[src/assert_macros.svh]
// assertion helpers for the rtl
`ifndef ASSERT_MACROS_SVH
`define ASSERT_MACROS_SVH

// same-cycle implication, disabled while reset is held
`define ASSERT_IMPLIES(label, clk, rst_n, ante, cons, msg) \
  label: assert property (@(posedge clk) disable iff (!rst_n) (ante) |-> (cons)) \
    else $error(msg);

// next-cycle implication, disabled while reset is held
`define ASSERT_NEXT(label, clk, rst_n, ante, cons, msg) \
  label: assert property (@(posedge clk) disable iff (!rst_n) (ante) |=> (cons)) \
    else $error(msg);

`endif

[src/plr_pkg.sv]
`timescale 1ns / 1ps

package plr_pkg;

  localparam int WORD_W    = 16;
  localparam int LA_W      = 10;
  localparam int THR_W     = 8;
  localparam int PCT_W     = 7;
  localparam int CFG_IDX_W = 2;
  localparam int DIV_CNT_W = $clog2(WORD_W);

  localparam int DEF_MAX_LOOKAHEAD = 1023;

  localparam logic [WORD_W-1:0] FULL_SCALE  = 16'hFFFF;
  localparam logic [WORD_W-1:0] PERCENT_DIV = 16'd655;

  localparam logic [CFG_IDX_W-1:0] CFG_GEN_WORD_ZERO = 2'd0;
  localparam logic [CFG_IDX_W-1:0] CFG_GEN_WORD_ONE  = 2'd1;
  localparam logic [CFG_IDX_W-1:0] CFG_GEN_WORD_TWO  = 2'd2;

  typedef enum logic [2:0] {
    S_IDLE,
    S_STEP,
    S_DIV_PCT,
    S_DIV_RNG,
    S_DIV_SCL,
    S_DONE
  } state_t;

  typedef struct packed {
    logic              start;
    logic [WORD_W-1:0] dividend;
    logic [WORD_W-1:0] divisor;
  } div_req_t;

  typedef struct packed {
    logic              busy;
    logic              done;
    logic [WORD_W-1:0] quotient;
  } div_rsp_t;

endpackage

[src/plr_div.sv]
`timescale 1ns / 1ps

module plr_div (
  input  logic               clk,
  input  logic               rst_n,
  input  plr_pkg::div_req_t  req,
  output plr_pkg::div_rsp_t  rsp
);
  import plr_pkg::*;

  logic                 busy_r, busy_nxt;
  logic                 done_r, done_nxt;
  logic [DIV_CNT_W-1:0] cnt_r, cnt_nxt;
  logic [WORD_W-1:0]    rem_r, rem_nxt;
  logic [WORD_W-1:0]    quo_r, quo_nxt;
  logic [WORD_W-1:0]    den_r, den_nxt;
  logic [WORD_W:0]      rem_sh;
  logic [WORD_W:0]      diff;

  // one restoring step per cycle, quotient bits shift in from the bottom
  always_comb begin
    rem_sh   = {rem_r, quo_r[WORD_W-1]};
    diff     = rem_sh - {1'b0, den_r};
    busy_nxt = busy_r;
    done_nxt = 1'b0;
    cnt_nxt  = cnt_r;
    rem_nxt  = rem_r;
    quo_nxt  = quo_r;
    den_nxt  = den_r;
    if (busy_r) begin
      if (!diff[WORD_W]) begin
        rem_nxt = diff[WORD_W-1:0];
        quo_nxt = {quo_r[WORD_W-2:0], 1'b1};
      end else begin
        rem_nxt = rem_sh[WORD_W-1:0];
        quo_nxt = {quo_r[WORD_W-2:0], 1'b0};
      end
      cnt_nxt = cnt_r + 1'b1;
      if (cnt_r == DIV_CNT_W'(WORD_W - 1)) begin
        busy_nxt = 1'b0;
        done_nxt = 1'b1;
      end
    end else if (req.start) begin
      busy_nxt = 1'b1;
      cnt_nxt  = '0;
      rem_nxt  = '0;
      quo_nxt  = req.dividend;
      den_nxt  = req.divisor;
    end
  end

  always_ff @(posedge clk) begin
    if (!rst_n) begin
      busy_r <= 1'b0;
      done_r <= 1'b0;
      cnt_r  <= '0;
    end else begin
      busy_r <= busy_nxt;
      done_r <= done_nxt;
      cnt_r  <= cnt_nxt;
    end
  end

  always_ff @(posedge clk) begin
    rem_r <= rem_nxt;
    quo_r <= quo_nxt;
    den_r <= den_nxt;
  end

  assign rsp.busy     = busy_r;
  assign rsp.done     = done_r;
  assign rsp.quotient = quo_r;

endmodule

[src/prng_lookahead_roll.sv]
`timescale 1ns / 1ps
// one generator step per cycle, then three divisions on the single shared divider
// (percent, range divisor, scaled value); only the percent division when range_max
// is 0
// requests: one at a time, next input taken the cycle after the result is registered
// reset: synchronous active-low rst_n clears control, generator words to zero

module prng_lookahead_roll #(
  parameter int MAX_LOOKAHEAD = plr_pkg::DEF_MAX_LOOKAHEAD
) (
  input  logic                          clk,
  input  logic                          rst_n,
  input  logic                          in_valid,
  output logic                          in_stall,
  input  logic [plr_pkg::LA_W-1:0]      in_lookahead,
  input  logic [plr_pkg::WORD_W-1:0]    in_range_max,
  input  logic [plr_pkg::THR_W-1:0]     in_threshold,
  output logic                          out_valid,
  input  logic                          out_stall,
  output logic [plr_pkg::WORD_W-1:0]    out_raw_value,
  output logic [plr_pkg::WORD_W-1:0]    out_scaled_value,
  output logic [plr_pkg::PCT_W-1:0]     out_percent_value,
  output logic                          out_roll_hit,
  input  logic                          cfg_valid,
  output logic                          cfg_ready,
  input  logic [plr_pkg::CFG_IDX_W-1:0] cfg_index,
  input  logic [plr_pkg::WORD_W-1:0]    cfg_data
);
  import plr_pkg::*;

`include "assert_macros.svh"

  localparam int SW = $clog2(MAX_LOOKAHEAD + 2);

  state_t            state_r, state_nxt;
  logic [WORD_W-1:0] gw0_r, gw1_r, gw2_r;
  logic [WORD_W-1:0] w0_r, w1_r, w2_r;
  logic [WORD_W-1:0] w0_nxt, w1_nxt, w2_nxt;
  logic [SW-1:0]     steps_r, steps_nxt;
  logic [SW-1:0]     la_sat;
  logic [WORD_W-1:0] range_r, range_nxt;
  logic [THR_W-1:0]  thr_r, thr_nxt;
  logic [PCT_W-1:0]  pct_r, pct_nxt;
  logic [WORD_W-1:0] scaled_r, scaled_nxt;
  logic [WORD_W-1:0] rn;
  logic [WORD_W-1:0] w2_shift;
  logic              out_valid_r, out_valid_nxt;
  logic              out_load;
  logic [WORD_W-1:0] out_raw_r;
  logic [WORD_W-1:0] out_scaled_r;
  logic [PCT_W-1:0]  out_pct_r;
  logic              out_hit_r;
  div_req_t          div_req;
  div_rsp_t          div_rsp;

  plr_div u_div (
    .clk   (clk),
    .rst_n (rst_n),
    .req   (div_req),
    .rsp   (div_rsp)
  );

  assign cfg_ready = 1'b1;

  always_ff @(posedge clk) begin
    if (!rst_n) begin
      gw0_r <= '0;
      gw1_r <= '0;
      gw2_r <= '0;
    end else if (cfg_valid) begin
      case (cfg_index)
        CFG_GEN_WORD_ZERO: gw0_r <= cfg_data;
        CFG_GEN_WORD_ONE:  gw1_r <= cfg_data;
        CFG_GEN_WORD_TWO:  gw2_r <= cfg_data;
        default: ;
      endcase
    end
  end

  // generator step on the working copy
  always_comb begin
    w2_shift = {w2_r[WORD_W-2:0], w1_r[WORD_W-1]};
    rn       = ({w1_r[4:0], 11'd0} + {5'd0, w0_r[WORD_W-1:5]}) ^ w2_shift;
  end

  always_comb begin
    if (32'(in_lookahead) > MAX_LOOKAHEAD) begin
      la_sat = SW'(MAX_LOOKAHEAD);
    end else begin
      la_sat = SW'(in_lookahead);
    end
  end

  assign in_stall = (state_r != S_IDLE);
  assign out_load = (state_r == S_DONE) && (!out_valid_r || !out_stall);

  always_comb begin
    state_nxt        = state_r;
    w0_nxt           = w0_r;
    w1_nxt           = w1_r;
    w2_nxt           = w2_r;
    steps_nxt        = steps_r;
    range_nxt        = range_r;
    thr_nxt          = thr_r;
    pct_nxt          = pct_r;
    scaled_nxt       = scaled_r;
    div_req.start    = 1'b0;
    div_req.dividend = w0_r;
    div_req.divisor  = PERCENT_DIV;
    case (state_r)
      S_IDLE: begin
        if (in_valid) begin
          w0_nxt    = gw0_r;
          w1_nxt    = gw1_r;
          w2_nxt    = gw2_r;
          steps_nxt = la_sat + 1'b1;
          range_nxt = in_range_max;
          thr_nxt   = in_threshold;
          state_nxt = S_STEP;
        end
      end
      S_STEP: begin
        w0_nxt    = rn;
        w1_nxt    = w0_r;
        w2_nxt    = w1_r;
        steps_nxt = steps_r - 1'b1;
        if (steps_r == SW'(1)) begin
          div_req.start    = 1'b1;
          div_req.dividend = rn;
          div_req.divisor  = PERCENT_DIV;
          state_nxt        = S_DIV_PCT;
        end
      end
      S_DIV_PCT: begin
        if (div_rsp.done) begin
          pct_nxt = div_rsp.quotient[PCT_W-1:0];
          if (range_r == '0) begin
            scaled_nxt = '0;
            state_nxt  = S_DONE;
          end else begin
            div_req.start    = 1'b1;
            div_req.dividend = FULL_SCALE;
            div_req.divisor  = range_r;
            state_nxt        = S_DIV_RNG;
          end
        end
      end
      S_DIV_RNG: begin
        // divisor is at least 1 here since range_max is at most full scale
        if (div_rsp.done) begin
          div_req.start    = 1'b1;
          div_req.dividend = w0_r;
          div_req.divisor  = div_rsp.quotient;
          state_nxt        = S_DIV_SCL;
        end
      end
      S_DIV_SCL: begin
        if (div_rsp.done) begin
          scaled_nxt = div_rsp.quotient;
          state_nxt  = S_DONE;
        end
      end
      S_DONE: begin
        if (out_load) begin
          state_nxt = S_IDLE;
        end
      end
      default: begin
        state_nxt = S_IDLE;
      end
    endcase
  end

  always_comb begin
    out_valid_nxt = out_valid_r && out_stall;
    if (out_load) begin
      out_valid_nxt = 1'b1;
    end
  end

  always_ff @(posedge clk) begin
    if (!rst_n) begin
      state_r     <= S_IDLE;
      steps_r     <= '0;
      out_valid_r <= 1'b0;
    end else begin
      state_r     <= state_nxt;
      steps_r     <= steps_nxt;
      out_valid_r <= out_valid_nxt;
    end
  end

  always_ff @(posedge clk) begin
    w0_r     <= w0_nxt;
    w1_r     <= w1_nxt;
    w2_r     <= w2_nxt;
    range_r  <= range_nxt;
    thr_r    <= thr_nxt;
    pct_r    <= pct_nxt;
    scaled_r <= scaled_nxt;
    if (out_load) begin
      out_raw_r    <= w0_r;
      out_scaled_r <= scaled_r;
      out_pct_r    <= pct_r;
      out_hit_r    <= (thr_r > {1'b0, pct_r});
    end
  end

  assign out_valid         = out_valid_r;
  assign out_raw_value     = out_raw_r;
  assign out_scaled_value  = out_scaled_r;
  assign out_percent_value = out_pct_r;
  assign out_roll_hit      = out_hit_r;

  `ASSERT_IMPLIES(a_div_start_idle, clk, rst_n, div_req.start, !div_rsp.busy, "divider restarted while busy")
  `ASSERT_IMPLIES(a_step_count, clk, rst_n, state_r == S_STEP, steps_r != '0, "step count ran out in step state")
  `ASSERT_NEXT(a_accept_steps, clk, rst_n, in_valid && !in_stall, state_r == S_STEP, "transfer did not start stepping")
  `ASSERT_IMPLIES(a_out_from_done, clk, rst_n, $rose(out_valid_r), $past(state_r) == S_DONE, "result shown without completion")

endmodule

[config.mk]
export PLATFORM = sky130hd
export DESIGN_NAME = prng_lookahead_roll
export DESIGN_NICKNAME = d
export VERILOG_FILES = /design/src/plr_pkg.sv /design/src/plr_div.sv /design/src/prng_lookahead_roll.sv
export VERILOG_INCLUDE_DIRS = /design/src /design/src/src
export SDC_FILE = /design/constraint.sdc
export NUM_CORES = 1
export LEC_CHECK = 0
export ABC_AREA = 1
export ABC_CLOCK_PERIOD_IN_PS = 6200
export BUFFER_PORTS_ARGS = -buffer_cell sky130_fd_sc_hd__buf_4
export CORE_UTILIZATION = 50
export DETAILED_ROUTE_END_ITERATION = 8
export PLACE_DENSITY = 0.66
export RECOVER_POWER = 50
export SLEW_MARGIN = 10
export SYNTH_ARGS = -nofsm -noshare
export SYNTH_HDL_FRONTEND = slang
export SYNTH_SLANG_ARGS = --single-unit
export TNS_END_PERCENT = 50
[constraint.sdc]
create_clock -name clk -period 6.2 [get_ports clk]
set_input_delay 1.86 -clock clk [delete_from_list [all_inputs] [get_ports clk]]
set_output_delay 1.86 -clock clk [all_outputs]
set_load 0.1 [all_outputs]
# After elaboration in Yosys (flattened, before gate mapping)
# Cells that the tools add are included.
# Widths: inputs -> output; s select.
[classes]
addsub = 5
order_cmp = 1
eq_ne = 16
n_mux = 38
n_bitwise = 2
reduce_logical = 22
[op_table]
columns = ["op", "n"]
rows = [
  ["$mux 16", 10],
  ["$mux 33", 4],
  ["$pmux 33 s3", 1],
  ["$pmux 16 s2", 3],
  ["$pmux 15 s2", 1],
  ["$pmux 11 s2", 1],
  ["$mux 3", 7],
  ["$pmux 3 s6", 1],
  ["$sub 17x16->17", 1],
  ["$add 16x11->16", 1],
  ["$logic_not 16->1", 1],
  ["$reduce_and 2->1", 8],
  ["$xor 16x16->16", 1],
  ["$mux 15", 1],
  ["$add 10x1->11 const B", 1],
  ["$eq 11x1->1 const B", 1],
  ["$mux 11", 1],
  ["$sub 11x1->11 const B", 1],
  ["$gt 8x7->1", 1],
  ["$mux 4", 2],
  ["$ne 2x2->1 const B", 4],
  ["$eq 3x2->1 const B", 2],
  ["$eq 3x3->1 const B", 2],
  ["$mux 1", 6],
  ["16 further kinds", 22],
]
[totals]
register_bits = 250
in_bits = 57
output_inout_bits = 43
elab_cells = 107

# Longest topological paths before layout
[depth]
ltp_word = 6
depth_mapped = 16

# Hierarchy
# From an unflattened synthesis, not the netlist that was laid out.
[hier_totals]
cells_unflattened = 1320
area_unflattened_um2 = 11863.9
[by_module_without_submodules]
columns = ["mod", "n_inst", "cells_each", "area_per_inst_um2", "seq_area_each_um2"]
rows = [
  ["prng_lookahead_roll", 1, 900, 8481.9, 5265.0],
  ["plr_div", 1, 420, 3382.0, 1561.5],
]

# Worst setup path after synthesis
# No wires, ideal clock.
[synth_timing]
path_kind = "in2reg"
from = "input port out_stall"
to = "register out_pct_r[0] (netlist: out_percent_value[0]), enable pin"
arrival_time_ns = 3.789
path_slack_ns = 1.961
path_stages = 1
path_buffers = 0
path_cell_list = "a21oi_1"
[synth_between]
elab_chain_len = 3
[synth_rtl]
columns = ["element", "line", "source"]
rows = [
  ["from (decl)", "prng_lookahead_roll.sv:19", "input logic out_stall,"],
  ["$logic_not 1->1", "prng_lookahead_roll.sv:95", "assign out_load = (state_r == S_DONE) && (!out_valid_r || !out_stall);"],
  ["$logic_or 1x1->1", "prng_lookahead_roll.sv:95", ""],
  ["$logic_and 1x1->1", "prng_lookahead_roll.sv:95", ""],
  ["to (signal assigned)", "prng_lookahead_roll.sv:204", "out_pct_r <= pct_r;"],
  ["to (decl)", "prng_lookahead_roll.sv:51", "logic [PCT_W-1:0] out_pct_r;"],
]
# Every way passes these cells.
# A chain may end at the register's enable or synchronous reset.

# Worst setup path after layout
[layout_timing]
from = "register state_r[2]"
to = "register u_div.quo_r[0] (data pin)"
[layout_between]
elab_chain_len = 4
[layout_rtl]
columns = ["element", "line", "source"]
rows = [
  ["from (decl)", "prng_lookahead_roll.sv:35", "state_t state_r, state_nxt;"],
  ["from (signal assigned)", "prng_lookahead_roll.sv:187", "state_r <= state_nxt;"],
  ["$eq 3x2->1 / $eq 3x1->1 (equally long branches)", "prng_lookahead_roll.sv:110", "case (state_r)"],
  ["$pmux 33 s3 (*)", "prng_lookahead_roll.sv:110", ""],
  ["$mux 16 (*)", "plr_div.sv:43", "end else if (req.start) begin"],
  ["$mux 16 (*)", "plr_div.sv:30", "if (busy_r) begin"],
  ["named net u_div.quo_nxt[0]", "plr_div.sv:15", "logic [WORD_W-1:0] quo_r, quo_nxt;"],
  ["to (signal assigned)", "plr_div.sv:66", "quo_r <= quo_nxt;"],
  ["to (decl)", "plr_div.sv:15", ""],
]
# Mark *: on every way through the listed nets, which the timed path passes. The rest lies on a longest branch. The select of a mux whose other input is x is not followed.

==> summary.md <==
| Metric | Value |
|---|---|
| Worst R2R Setup Slack | ~2000 ps |
| Synth-to-layout area growth | 15.28% |
| Final hold viol count | 0 |
| Post-route cell area | around 0.013 mm2 |
| Synthesized net count | approximately 1300 |
| Initial DRC Count | roughly 490 |
| Most common cell on crit path | o21ai_1 |
| Post-synth EDFFs | approximately 180 |
| Area after DPL | between 0.01 and 0.015 mm2 |
| Nets | 1412 |
| Die W | approximately 150 um |
| IO Pins | 100 |
| #FFs+latches synth | between 200 and 300 |
| Placed Cells | between 1500 and 2000 |
| Slowest-stage cell, CP | clkbuf_1 |
| Crit share post-route | between 60% and 70% |
| RR Endpoint | u_div.quo_r[0] |
| Largest net degree at the start of global routing | 69 |
| Crit. End Element | flop |
| Status | finished with violations |
| Rel. slew slack | -71.69% |
| CTS buffer count | 28 |
| CP Data Arrival Time | roughly 4500 ps |
| CP Launch Point | state_r[2] |
| DP HPWL | roughly 18000 um |
| Slowest stage delay, CP | ~1800 ps |
| Worst-Margin Slew | 2575 ps |
| WS Path Type | flop to flop |
| CTS sink count | 250 |
| H-tree Lvls | 1 |
| Clock Tree Buf Depth | 3 |
| Top_reg_cell synth | edfxtp_1 |
| Most frequent cells in the layout | nand2_1 (254), edfxtp_1 (182), nor2_1 (166) |
| RSZ-0062 raised after global routing | no |
| Residual DRC | 0 |
| First-pass GRT wire length | a little over 40000 um |
| Max IR drop VDD | about 210 uV |
| Die height | approximately 150 um |
| Final slew viol count | ~160 |
| Setup bufs post-CTS | 0 |
| Commonest non-fill, non-tap cell in the layout | nand2_1 |
| Area of the mapped netlist | 0.01156 mm2 |
| Tmin final | 4174 ps |
| Critical Path RT | approximately 6500 ps |
| Vias in the first global route | slightly below 8000 |
| Hold path startpoint | scaled_r[4] |
| Warnings, synthesis | 0 |
| Skew-Pair Late Insertion Delay | roughly 530 ps |
| Final worst slack | 2026 ps |
| Worst Hold Class | flop to flop |
| Routability cong. | 0.8431 |
| Syn Area/Cell | 9.339 um2 |
| Static leakage | 5.518 nW |
| IO Port Bufs | 98 |
| Fillcell total | slightly above 2000 |
| TritonCTS clock tree | built |
| PD cells | 392.8 mW/mm2 |
| Vias/cell | around 5 |
| Setup TNS after final layout | 0 ps |
| Post-synthesis cell count | roughly 1200 |
| Clk Tree Root Cell | clkbuf_16 |
| Total global routing overflow | 0 |
| Via count | about 8400 |
| Post-route clock skew | 7.103 ps |
| Reg2reg start | state_r[2] |
| Setup-failing EPs final | 0 |
| Failing checks | max-capacitance violations, max-slew violations |
| Routed Antenna Nets | 0 |
| Max-Cap Viols | 3 |
| ANT cells | 0 |
| CP startpoint kind | flop |
| CTS clk-pin slew, worst paths | about 60 ps |
| Hold_buf cts | 0 |
| Place WS | roughly 2200 ps |
| Share of layout cells above drive strength 1 | 11.87% |
| Critical Path Sink | u_div.quo_r[0] |
| Total Wirelength | roughly 25000 um |
| GRT Overall Usage | ~22% |
| Hold Slack | between 400 and 500 ps |
| Post-DR wirelength/cell | ~15 um |
| FP Rows | 55 |
| Yosys cell types | 41 |
| Proportion of synthesized chip area in sequential cells | between 50 and 60% |
| Initial antenna violation count | 0 |
| Post_cts resized | 0 |
| Initial Utilization | approximately half |
| DR pass1 iterations | 5 |
| Max frequency | 239.6 MHz |
| Asr flop ratio synth | 0% |
| Core ar. | about 0.023 mm2 |
| Die ar. | 0.02373 mm2 |
| CP max FO | 68 |
| Cells along the critical path | nor2_1, nand2_2, clkbuf_1, inv_2, buf_4, nand2_4, o21ai_1, o21ai_1, nand2_1 |
| Post-Layout Cell Count | 1633 |
| Length in cells of the worst reg-to-reg path | 9 |
==> cell usage after synthesis, types with 3 or more instances <==
cell / number / share of area (%)
buf_4: 4 / 0.26
inv_2: 17 / 0.55
dfxtp_1: 68 / 12
o21ai_1: 10 / 0.43
buf_2: 9 / 0.39
inv_1: 151 / 4.9
o21ai_0: 87 / 3.8
nand2_1: 254 / 8.2
ha_1: 27 / 2.9
buf_1: 4 / 0.13
clkbuf_1: 26 / 0.84
nor2_1: 164 / 5.3
a21oi_1: 53 / 2.3
a21oi_2: 10 / 0.76
nor2_4: 3 / 0.29
nand3_1: 45 / 1.9
nor2_2: 3 / 0.16
a31oi_1: 19 / 1.0
xor2_1: 12 / 0.91
edfxtp_1: 182 / 47
o22ai_1: 17 / 0.92
nand3b_1: 17 / 1.1
a211oi_1: 3 / 0.19
xnor2_1: 18 / 1.4
nor3_1: 7 / 0.30
nand4_1: 9 / 0.49
==> worst min path at each step <==
stage	end	slack, ps	depth (start not counted)
6_report	out_scaled_value[4]	420	0
5_1_grt	out_scaled_value[0]	430	0
4_1_cts	out_scaled_value[4]	420	0
3_5_place_dp	out_scaled_value[4]	400	0
3_3_place_gp	out_scaled_value[14]	400	0
2_1_floorplan	out_scaled_value[0]	400	0
==> state kept, by name (all words and copies together) (netlist names), 4 cells and up <==
register,flops
thr_r,8
gw2_r,15
u_div.den_r,16
steps_r,11
w2_r,15
w1_r,16
w0_r,16
scaled_r,16
gw0_r,16
out_scaled_value,16
u_div.cnt_r,4
out_raw_value,16
pct_r,7
out_percent_value,7
gw1_r,16
range_r,16
u_div.rem_r,16
u_div.quo_r,16
==> through the flow <==
step	total power [mW]	util, %
6_report	5.235	58.87
5_1_grt	5.505	58.87
4_1_cts	5.278	59.21
3_5_place_dp	3.654	55.21
3_3_place_gp	3.621	55.21
2_1_floorplan	3.303	-
==> metal layers <==
layer	routed length [um]	up-vias	track usage [%]
met5	0	-	0
met4	624	0	6.429
met3	1184	46	3.241
met2	11830	226	36.28
met1	11550	3837	28.80
li1	-	4280	-
==> report_power, final <==
part / internal, mW / total, mW / switching, mW
sequential: 2.20 / 2.42 / 0.221
combinational: 0.400 / 1.19 / 0.794
clock: 0.986 / 1.62 / 0.634
total: 3.59 / 5.23 / 1.65
==> kinds of logic after synthesis <==
logic type,share of synthesized area (%)
AOI/OAI and AO/OA,9.729
xor gates and xnor gates,2.273
adders and majority gates,3.095
buffers and inverters,7.273
DFF,59.05
other,0.03244
and+or+nand+nor,18.55
==> critical path: cells and delay by family, from the launching register on <==
family,cells,cell delay (ps)
compound gates,2,270
buf+inv,3,2650
flops,1,420
simple gates,4,540
==> area by class of cell <==
type | count | area, um2 | area share (%)
multi-input cells | 775 | 3884 | 29.14
flip-flops and latches | 250 | 6827 | 51.22
clock buffers | 37 | 765.7 | 5.745
well taps | 285 | 356.6 | 2.676
repair buffers | 104 | 724.4 | 5.436
clock inverters | 14 | 140.1 | 1.051
inverters | 168 | 630.6 | 4.732
No activity file was read; power rests on OpenSTA's default activity.
